## config.mk

```make
export PLATFORM = sky130hd
export DESIGN_NAME = double_ended_queue_top
export DESIGN_NICKNAME = d
export VERILOG_FILES = /design/src/rtl/deq_pkg.sv /design/src/rtl/deq_ram.sv /design/src/rtl/double_ended_queue_top.sv
export SDC_FILE = /design/constraint.sdc
export NUM_CORES = 2
export LEC_CHECK = 0
export ABC_AREA = 1
export BUFFER_PORTS_ARGS = -buffer_cell sky130_fd_sc_hd__buf_4
export CORE_UTILIZATION = 40
export DETAILED_ROUTE_END_ITERATION = 7
export SETUP_SLACK_MARGIN = 0.5
export SYNTH_ARGS = -nofsm -noshare
export SYNTH_HDL_FRONTEND = slang
export SYNTH_HIERARCHICAL = 1
export SYNTH_SLANG_ARGS = --single-unit
export TNS_END_PERCENT = 50
```

## constraint.sdc

```tcl
create_clock -name clk -period 10.4 [get_ports clk]
set_input_delay 0.52 -clock clk [delete_from_list [all_inputs] [get_ports clk]]
set_output_delay 0.52 -clock clk [all_outputs]
set_load 0.05 [all_outputs]
```

## src/rtl/deq_pkg.sv

```systemverilog
package deq_pkg;

  localparam int DEPTH = 64;
  localparam int IDX_W = $clog2(DEPTH);
  localparam int CNT_W = 7;
  localparam int WORD_W = 32;

  localparam logic [2:0] OP_PUSH_FRONT = 3'd0;
  localparam logic [2:0] OP_PUSH_BACK  = 3'd1;
  localparam logic [2:0] OP_POP_FRONT  = 3'd2;
  localparam logic [2:0] OP_POP_BACK   = 3'd3;
  localparam logic [2:0] OP_REMOVE     = 3'd4;
  localparam logic [2:0] OP_FIND       = 3'd5;

  localparam logic [1:0] ST_OK        = 2'd0;
  localparam logic [1:0] ST_EMPTY     = 2'd1;
  localparam logic [1:0] ST_FULL      = 2'd2;
  localparam logic [1:0] ST_NOT_FOUND = 2'd3;

  typedef struct packed {
    logic [2:0]               operation;
    logic signed [WORD_W-1:0] value;
  } deq_in_t;

  typedef struct packed {
    logic [1:0]               status;
    logic signed [WORD_W-1:0] popped_value;
    logic                     found;
    logic [CNT_W-1:0]         count;
    logic signed [WORD_W-1:0] front_value;
    logic signed [WORD_W-1:0] back_value;
  } deq_out_t;

  // Ring position off places after pos; off stays below DEPTH.
  function automatic logic [IDX_W-1:0] ring_add(input logic [IDX_W-1:0] pos,
                                                input logic [IDX_W-1:0] off);
    logic [IDX_W:0] s;
    s = {1'b0, pos} + {1'b0, off};
    if (s >= (IDX_W+1)'(DEPTH)) begin
      s = s - (IDX_W+1)'(DEPTH);
    end
    return s[IDX_W-1:0];
  endfunction

endpackage

```

## src/rtl/deq_ram.sv

```systemverilog
module deq_ram #(
  parameter int WIDTH = 32,
  parameter int DEPTH = 64,
  parameter int AW = $clog2(DEPTH)
) (
  input  logic             clk,
  input  logic             we,
  input  logic [AW-1:0]    waddr,
  input  logic [WIDTH-1:0] wdata,
  input  logic [AW-1:0]    raddr,
  output logic [WIDTH-1:0] rdata
);

  logic [WIDTH-1:0] mem [DEPTH];
  logic [WIDTH-1:0] rdata_r;

  always_ff @(posedge clk) begin
    if (we) begin
      mem[waddr] <= wdata;
    end
  end

  always_ff @(posedge clk) begin
    rdata_r <= mem[raddr];
  end

  assign rdata = rdata_r;

endmodule

```

## src/rtl/double_ended_queue_top.sv

```systemverilog
// Pushes, failed pops and unused codes go from IDLE to RESP; a pop that fetches the new
// end word from the ring passes RD_FRONT or RD_BACK first. Requests are taken only in IDLE.
// Find reads (SCAN_RD) and compares (SCAN_CMP) one entry at a time through the single read
// port, up to the match or, on a miss, the last entry. Remove then moves each later entry
// with SHIFT_RD/SHIFT_WR and reloads the ends via REF_F, REF_FB, REF_B (REF_F if empty).
// Reset clears front position, count and handshake state; the ring memory is not cleared.
module double_ended_queue_top (
  input  logic              clk,
  input  logic              rst_n,
  input  logic              in_valid,
  output logic              in_ready,
  input  deq_pkg::deq_in_t  in_data,
  output logic              out_valid,
  input  logic              out_ready,
  output deq_pkg::deq_out_t out_data
);
  import deq_pkg::*;

  localparam logic [3:0] S_IDLE     = 4'd0;
  localparam logic [3:0] S_RD_FRONT = 4'd1;
  localparam logic [3:0] S_RD_BACK  = 4'd2;
  localparam logic [3:0] S_SCAN_RD  = 4'd3;
  localparam logic [3:0] S_SCAN_CMP = 4'd4;
  localparam logic [3:0] S_SHIFT_RD = 4'd5;
  localparam logic [3:0] S_SHIFT_WR = 4'd6;
  localparam logic [3:0] S_REF_F    = 4'd7;
  localparam logic [3:0] S_REF_FB   = 4'd8;
  localparam logic [3:0] S_REF_B    = 4'd9;
  localparam logic [3:0] S_RESP     = 4'd10;

  logic [3:0]        state_r, state_nxt;
  logic [IDX_W-1:0]  front_pos_r, front_pos_nxt;
  logic [CNT_W-1:0]  count_r, count_nxt;
  logic [IDX_W-1:0]  k_r, k_nxt;
  logic [WORD_W-1:0] front_val_r, front_val_nxt;
  logic [WORD_W-1:0] back_val_r, back_val_nxt;
  logic [WORD_W-1:0] val_r, val_nxt;
  logic              rm_r, rm_nxt;
  logic [1:0]        status_r, status_nxt;
  logic [WORD_W-1:0] popped_r, popped_nxt;
  logic              found_r, found_nxt;
  logic              out_valid_r, out_valid_nxt;
  deq_out_t          out_data_r, out_data_nxt;

  logic              mem_we;
  logic [IDX_W-1:0]  mem_waddr;
  logic [WORD_W-1:0] mem_wdata;
  logic [IDX_W-1:0]  mem_raddr;
  logic [WORD_W-1:0] mem_rdata;

  logic              accept;
  logic [CNT_W-1:0]  cnt_m1;
  logic [CNT_W-1:0]  cnt_m2;
  logic [CNT_W-1:0]  k_ext;
  logic [IDX_W-1:0]  k_inc;
  logic              is_full;
  logic              is_empty;

  assign accept   = in_valid && in_ready;
  assign in_ready = (state_r == S_IDLE);
  assign cnt_m1   = count_r - CNT_W'(1);
  assign cnt_m2   = count_r - CNT_W'(2);
  assign k_ext    = CNT_W'(k_r);
  assign k_inc    = k_r + IDX_W'(1);
  assign is_full  = (count_r >= CNT_W'(DEPTH));
  assign is_empty = (count_r == '0);

  deq_ram #(
    .WIDTH (WORD_W),
    .DEPTH (DEPTH)
  ) u_ram (
    .clk   (clk),
    .we    (mem_we),
    .waddr (mem_waddr),
    .wdata (mem_wdata),
    .raddr (mem_raddr),
    .rdata (mem_rdata)
  );

  always_comb begin
    state_nxt     = state_r;
    front_pos_nxt = front_pos_r;
    count_nxt     = count_r;
    k_nxt         = k_r;
    front_val_nxt = front_val_r;
    back_val_nxt  = back_val_r;
    val_nxt       = val_r;
    rm_nxt        = rm_r;
    status_nxt    = status_r;
    popped_nxt    = popped_r;
    found_nxt     = found_r;
    out_valid_nxt = out_valid_r;
    out_data_nxt  = out_data_r;
    mem_we        = 1'b0;
    mem_waddr     = front_pos_r;
    mem_wdata     = in_data.value;
    mem_raddr     = front_pos_r;

    if (out_valid_r && out_ready) begin
      out_valid_nxt = 1'b0;
    end

    unique case (state_r)
      S_IDLE: begin
        if (in_data.operation == OP_POP_FRONT) begin
          mem_raddr = ring_add(front_pos_r, IDX_W'(1));
        end else begin
          mem_raddr = ring_add(front_pos_r, cnt_m2[IDX_W-1:0]);
        end
        if (accept) begin
          status_nxt = ST_OK;
          popped_nxt = '0;
          found_nxt  = 1'b0;
          val_nxt    = in_data.value;
          k_nxt      = '0;
          state_nxt  = S_RESP;
          unique case (in_data.operation)
            OP_PUSH_FRONT: begin
              if (is_full) begin
                status_nxt = ST_FULL;
              end else begin
                front_pos_nxt = (front_pos_r == '0) ? IDX_W'(DEPTH - 1)
                                                    : front_pos_r - IDX_W'(1);
                mem_we        = 1'b1;
                mem_waddr     = front_pos_nxt;
                count_nxt     = count_r + CNT_W'(1);
                front_val_nxt = in_data.value;
                if (is_empty) begin
                  back_val_nxt = in_data.value;
                end
              end
            end
            OP_PUSH_BACK: begin
              if (is_full) begin
                status_nxt = ST_FULL;
              end else begin
                mem_we       = 1'b1;
                mem_waddr    = ring_add(front_pos_r, count_r[IDX_W-1:0]);
                count_nxt    = count_r + CNT_W'(1);
                back_val_nxt = in_data.value;
                if (is_empty) begin
                  front_val_nxt = in_data.value;
                end
              end
            end
            OP_POP_FRONT: begin
              if (is_empty) begin
                status_nxt = ST_EMPTY;
              end else begin
                popped_nxt    = front_val_r;
                front_pos_nxt = ring_add(front_pos_r, IDX_W'(1));
                count_nxt     = cnt_m1;
                // With three or more entries the new front must come from memory.
                if (count_r > CNT_W'(2)) begin
                  state_nxt = S_RD_FRONT;
                end else begin
                  front_val_nxt = back_val_r;
                end
              end
            end
            OP_POP_BACK: begin
              if (is_empty) begin
                status_nxt = ST_EMPTY;
              end else begin
                popped_nxt = back_val_r;
                count_nxt  = cnt_m1;
                if (count_r > CNT_W'(2)) begin
                  state_nxt = S_RD_BACK;
                end else begin
                  back_val_nxt = front_val_r;
                end
              end
            end
            OP_REMOVE, OP_FIND: begin
              rm_nxt = (in_data.operation == OP_REMOVE);
              if (is_empty) begin
                status_nxt = ST_NOT_FOUND;
              end else begin
                state_nxt = S_SCAN_RD;
              end
            end
            default: begin
            end
          endcase
        end
      end
      S_RD_FRONT: begin
        front_val_nxt = mem_rdata;
        state_nxt     = S_RESP;
      end
      S_RD_BACK: begin
        back_val_nxt = mem_rdata;
        state_nxt    = S_RESP;
      end
      S_SCAN_RD: begin
        mem_raddr = ring_add(front_pos_r, k_r);
        state_nxt = S_SCAN_CMP;
      end
      S_SCAN_CMP: begin
        if (mem_rdata == val_r) begin
          found_nxt = 1'b1;
          if (!rm_r) begin
            state_nxt = S_RESP;
          end else if (k_ext + CNT_W'(1) < count_r) begin
            state_nxt = S_SHIFT_RD;
          end else begin
            count_nxt = cnt_m1;
            state_nxt = S_REF_F;
          end
        end else if (k_ext + CNT_W'(1) >= count_r) begin
          status_nxt = ST_NOT_FOUND;
          state_nxt  = S_RESP;
        end else begin
          k_nxt     = k_inc;
          state_nxt = S_SCAN_RD;
        end
      end
      S_SHIFT_RD: begin
        mem_raddr = ring_add(front_pos_r, k_inc);
        state_nxt = S_SHIFT_WR;
      end
      S_SHIFT_WR: begin
        // Move the entry behind the gap one place toward the front.
        mem_we    = 1'b1;
        mem_waddr = ring_add(front_pos_r, k_r);
        mem_wdata = mem_rdata;
        k_nxt     = k_inc;
        if (k_ext + CNT_W'(2) < count_r) begin
          state_nxt = S_SHIFT_RD;
        end else begin
          count_nxt = cnt_m1;
          state_nxt = S_REF_F;
        end
      end
      S_REF_F: begin
        mem_raddr = front_pos_r;
        state_nxt = is_empty ? S_RESP : S_REF_FB;
      end
      S_REF_FB: begin
        front_val_nxt = mem_rdata;
        mem_raddr     = ring_add(front_pos_r, cnt_m1[IDX_W-1:0]);
        state_nxt     = S_REF_B;
      end
      S_REF_B: begin
        back_val_nxt = mem_rdata;
        state_nxt    = S_RESP;
      end
      S_RESP: begin
        if (!out_valid_r || out_ready) begin
          out_valid_nxt             = 1'b1;
          out_data_nxt.status       = status_r;
          out_data_nxt.popped_value = popped_r;
          out_data_nxt.found        = found_r;
          out_data_nxt.count        = count_r;
          out_data_nxt.front_value  = is_empty ? '0 : front_val_r;
          out_data_nxt.back_value   = is_empty ? '0 : back_val_r;
          state_nxt                 = S_IDLE;
        end
      end
      default: begin
        state_nxt = S_IDLE;
      end
    endcase
  end

  always_ff @(posedge clk) begin
    if (!rst_n) begin
      state_r     <= S_IDLE;
      front_pos_r <= '0;
      count_r     <= '0;
      out_valid_r <= 1'b0;
    end else begin
      state_r     <= state_nxt;
      front_pos_r <= front_pos_nxt;
      count_r     <= count_nxt;
      out_valid_r <= out_valid_nxt;
    end
  end

  always_ff @(posedge clk) begin
    k_r         <= k_nxt;
    front_val_r <= front_val_nxt;
    back_val_r  <= back_val_nxt;
    val_r       <= val_nxt;
    rm_r        <= rm_nxt;
    status_r    <= status_nxt;
    popped_r    <= popped_nxt;
    found_r     <= found_nxt;
    out_data_r  <= out_data_nxt;
  end

  assign out_valid = out_valid_r;
  assign out_data  = out_data_r;

  a_count_bound: assert property (@(posedge clk) disable iff (!rst_n)
    count_r <= CNT_W'(DEPTH))
    else $error("entry count exceeds capacity");

  a_write_states: assert property (@(posedge clk) disable iff (!rst_n)
    mem_we |-> (state_r == S_IDLE || state_r == S_SHIFT_WR))
    else $error("ring memory written outside push or shift");

  a_scan_in_range: assert property (@(posedge clk) disable iff (!rst_n)
    (state_r == S_SCAN_CMP || state_r == S_SHIFT_RD) |-> (k_ext < count_r))
    else $error("scan position beyond occupied entries");

  a_push_counts: assert property (@(posedge clk) disable iff (!rst_n)
    (accept && !is_full && (in_data.operation == OP_PUSH_FRONT ||
     in_data.operation == OP_PUSH_BACK)) |=> (count_r == $past(count_r) + CNT_W'(1)))
    else $error("accepted push did not grow the queue");

endmodule
```

==> flow_summary_export.csv <==
group,metric,value,unit
run_status,status,"finished, final reports clean",
job,max_cap_viol_count,0,
place,finalWeightedCongestion,0.904,
clock_tree,clk_pin_slew_worst_paths,0.06,ns
timing,hold_viol_final,0,
logic_synthesis,synth_top_cell_by_area,"edfxtp_1",
setup_path,crit_required,11.13,ns
timing,worst_pin_slew,1.18,ns
logic_synthesis,yosys.cell_count.top_type,"nand2_1",
logic_synthesis,ys.flop_type,"edfxtp_1",
clock_tree,ctsRootBufferMaster,"clkbuf_16",
timing,finalSetupViolCount,0,
drt,drt_wl_total,285000,um
timing,finalSetupTns,0,ns
drt,drc_errors,0,
floorplan,die_area,244000,um^2
logic_synthesis,syn_avg_cell_area,11.7,um^2
timing,grt_setup_unrepaired,"no",
setup_path,path_max_fanout,168,
global_route,track_usage,22.9,%
global_route,overflow,0,
logic_synthesis,synth_area_leaders,"edfxtp_1, nand3_1, nand2_1, buf_2, dfxtp_1",
logic_synthesis,synth_commonest_cells,"nand2_1, edfxtp_1, nand3_1",
timing,slew-limit-headroom,21.2,%
clock_tree,cts_tree,"done",
global_route,antenna_found_initial,1,
logic_synthesis,ys_seq_area_share,72.2,%
clock_tree,cts_htree_levels,4,
timing,skew,0.0215,ns
place,dp_hpwl,150000,um
setup_path,start_kind,"flop",
clock_tree,ctsResizeCount,0,
timing,max_clock_freq,0.157,GHz
min_path,min_path_type,"input port to flop",
clock_tree,clockBufferDepth,3,
drt,drtPass1Iterations,6,
floorplan,initial_core_util,40.2,%
drt,avgViaCountPerCell,5.52,
logic_synthesis,yosys_warnings,6,
logic_synthesis,syn_nets,8369,
floorplan,fp.dieH,494,um
floorplan,pin_count,147,
global_route,grt_pass1_wl,411000,um
timing,period_minus_slack,6.38,ns
drt,vias,64600,
clock_tree,post_cts_buffers,0,
global_route,grt_max_degree,259,
timing,drv_slew,0,
logic_synthesis,ys_types,43,
clock_tree,clock_latency,0.89,ns
logic_synthesis,synth_seq_cells,2342,
logic_synthesis,synth_edf_count,2292,
setup_path,critPathCaptureType,"flop",
timing,fin_crit_sh,61.3,%
clock_tree,cts_buffers,221,
logic_synthesis,synth_area,96600,um^2
drt,drt_iter0_markers,7695,
floorplan,coreArea,240000,um^2
floorplan,fp.dieW,494,um
setup_path,worstSetupPathType,"flop to flop",
floorplan,row_count,180,
place,port_buffers,146,
clock_tree,cts_hold_buf,35,
logic_synthesis,async_flop_share,0,%
layout,n_fill_cell,21500,
drt,ant_nets,0,
layout,area_growth_syn_to_layout,12.6,%
layout,layout-drive-gt1-share,8.96,%
drt,wl_per_cell,24.3,um
logic_synthesis,synth_cells,8283,
global_route,grt_pass1_vias,59600,
clock_tree,cts_sinks,2342,
setup_path,cp.arrival,7.11,ns
logic_synthesis,synth_top_area_share,71.2,%
layout,nNetsFinal,8424,
worst paths after layout:
kind / start / to / slack, ns / cells past startpoint
max: count_r[1]$_SDFFE_PN0P_ / u_ram/rdata[4]$_DFF_P_ / 4.02 / 19
min: in_data[33] / rm_r$_DFFE_PP_ / 0.08 / 4
max reg2reg: count_r[1]$_SDFFE_PN0P_ / u_ram/rdata[4]$_DFF_P_ / 4.02 / 19
min reg2reg: popped_r[6]$_DFFE_PP_ / out_data[78]$_DFFE_PP_ / 0.42 / 0
critical path, stage by stage, from the launching register on:
cell	delay [ns]
dfxtp_1	0.56
inv_1	0.25
ha_1	0.34
inv_1	0.10
nand2_1	0.06
o21ai_0	0.13
inv_1	0.09
fa_1	0.50
inv_1	0.04
a22oi_1	0.26
nand3_4	0.61
inv_8	0.85
buf_12	0.64
nand3_1	0.17
nand3_1	0.14
nand2_1	0.07
nand2_1	0.08
nand3_1	0.26
nand3_1	0.55
nand2_1	0.12
logic make-up after synthesis:
logic type | count (synthesis) | share of synthesized area [%]
buffers and inverters | 761 | 3.61
adder cells (fa/ha/maj) | 47 | 0.640
AO/OA/AOI/OAI | 370 | 2.12
multiplexers | 1 | 0.0104
flip-flops | 2342 | 72.2
XOR/XNOR | 39 | 0.353
AND/OR/NAND/NOR | 4723 | 21.0
sequential cells by signal (all words and copies together) (netlist names):
signal,count
out_data,106
val_r,32
k_r,6
back_val_r,32
count_r,7
front_pos_r,6
state_r,4
popped_r,32
u_ram/mem,2048
front_val_r,32
out_valid,1
found_r,1
status_r,2
rm_r,1
u_ram/rdata,32
layer usage:
layer,vias to the layer above,global-route usage (%),share of wire [%]
li1,29300,-,-
met5,-,0,0.0070
met1,31800,31.5,41
met3,428,3.94,9.0
met4,2,10.2,4.7
met2,3093,35.7,45
area by class of cell:
type	count	area, um^2	area share (%)
multi-input combinational	5180	24200	22.2
timing repair buffer	337	2790	2.57
sequential	2342	69800	64.1
clock buffer	290	5950	5.47
tap	3185	3990	3.66
antenna	6	15.0	0.0138
clock inverter	119	1070	0.986
inverter	256	1000	0.921
stage by stage:
stage	worst slack, ns	hold WS, ns	utilization [%]	area (um^2)	instances
floorplan	1.88	0.400	-	96600	8283
global route	3.78	0.0853	45.3	109000	11700
finish	4.02	0.0827	45.3	109000	11700
detailed placement	4.18	0.405	42.2	101000	11300
global placement	4.19	0.404	42.2	101000	11300
CTS	4.14	0.0184	45.3	109000	11700
placed cells by master, fill, tap and decap left out, types with 8 or more instances in the layout:
cell	Yosys	final
clkinv_2	0	44
nor2_4	4	67
bufinv_16	0	15
xnor2_1	18	18
a21oi_1	134	134
o211ai_1	8	8
clkbuf_16	0	224
dlygate4sd3_1	0	35
o21ai_0	165	133
inv_2	18	18
ha_1	43	43
edfxtp_1	2292	2292
xor2_1	21	21
buf_4	46	288
clkbuf_1	115	56
dfxtp_1	50	50
nor3_1	22	15
buf_12	0	14
clkbuf_8	0	10
nor2_1	214	153
inv_1	236	233
clkinv_1	0	38
nand3_1	1956	1955
a22o_1	32	32
o21ai_4	0	32
nand2_1	2499	2499
Power is left out: the tool's default activity adds up to more than one toggle a clock period on the data nets, which glitch-free logic cannot reach.
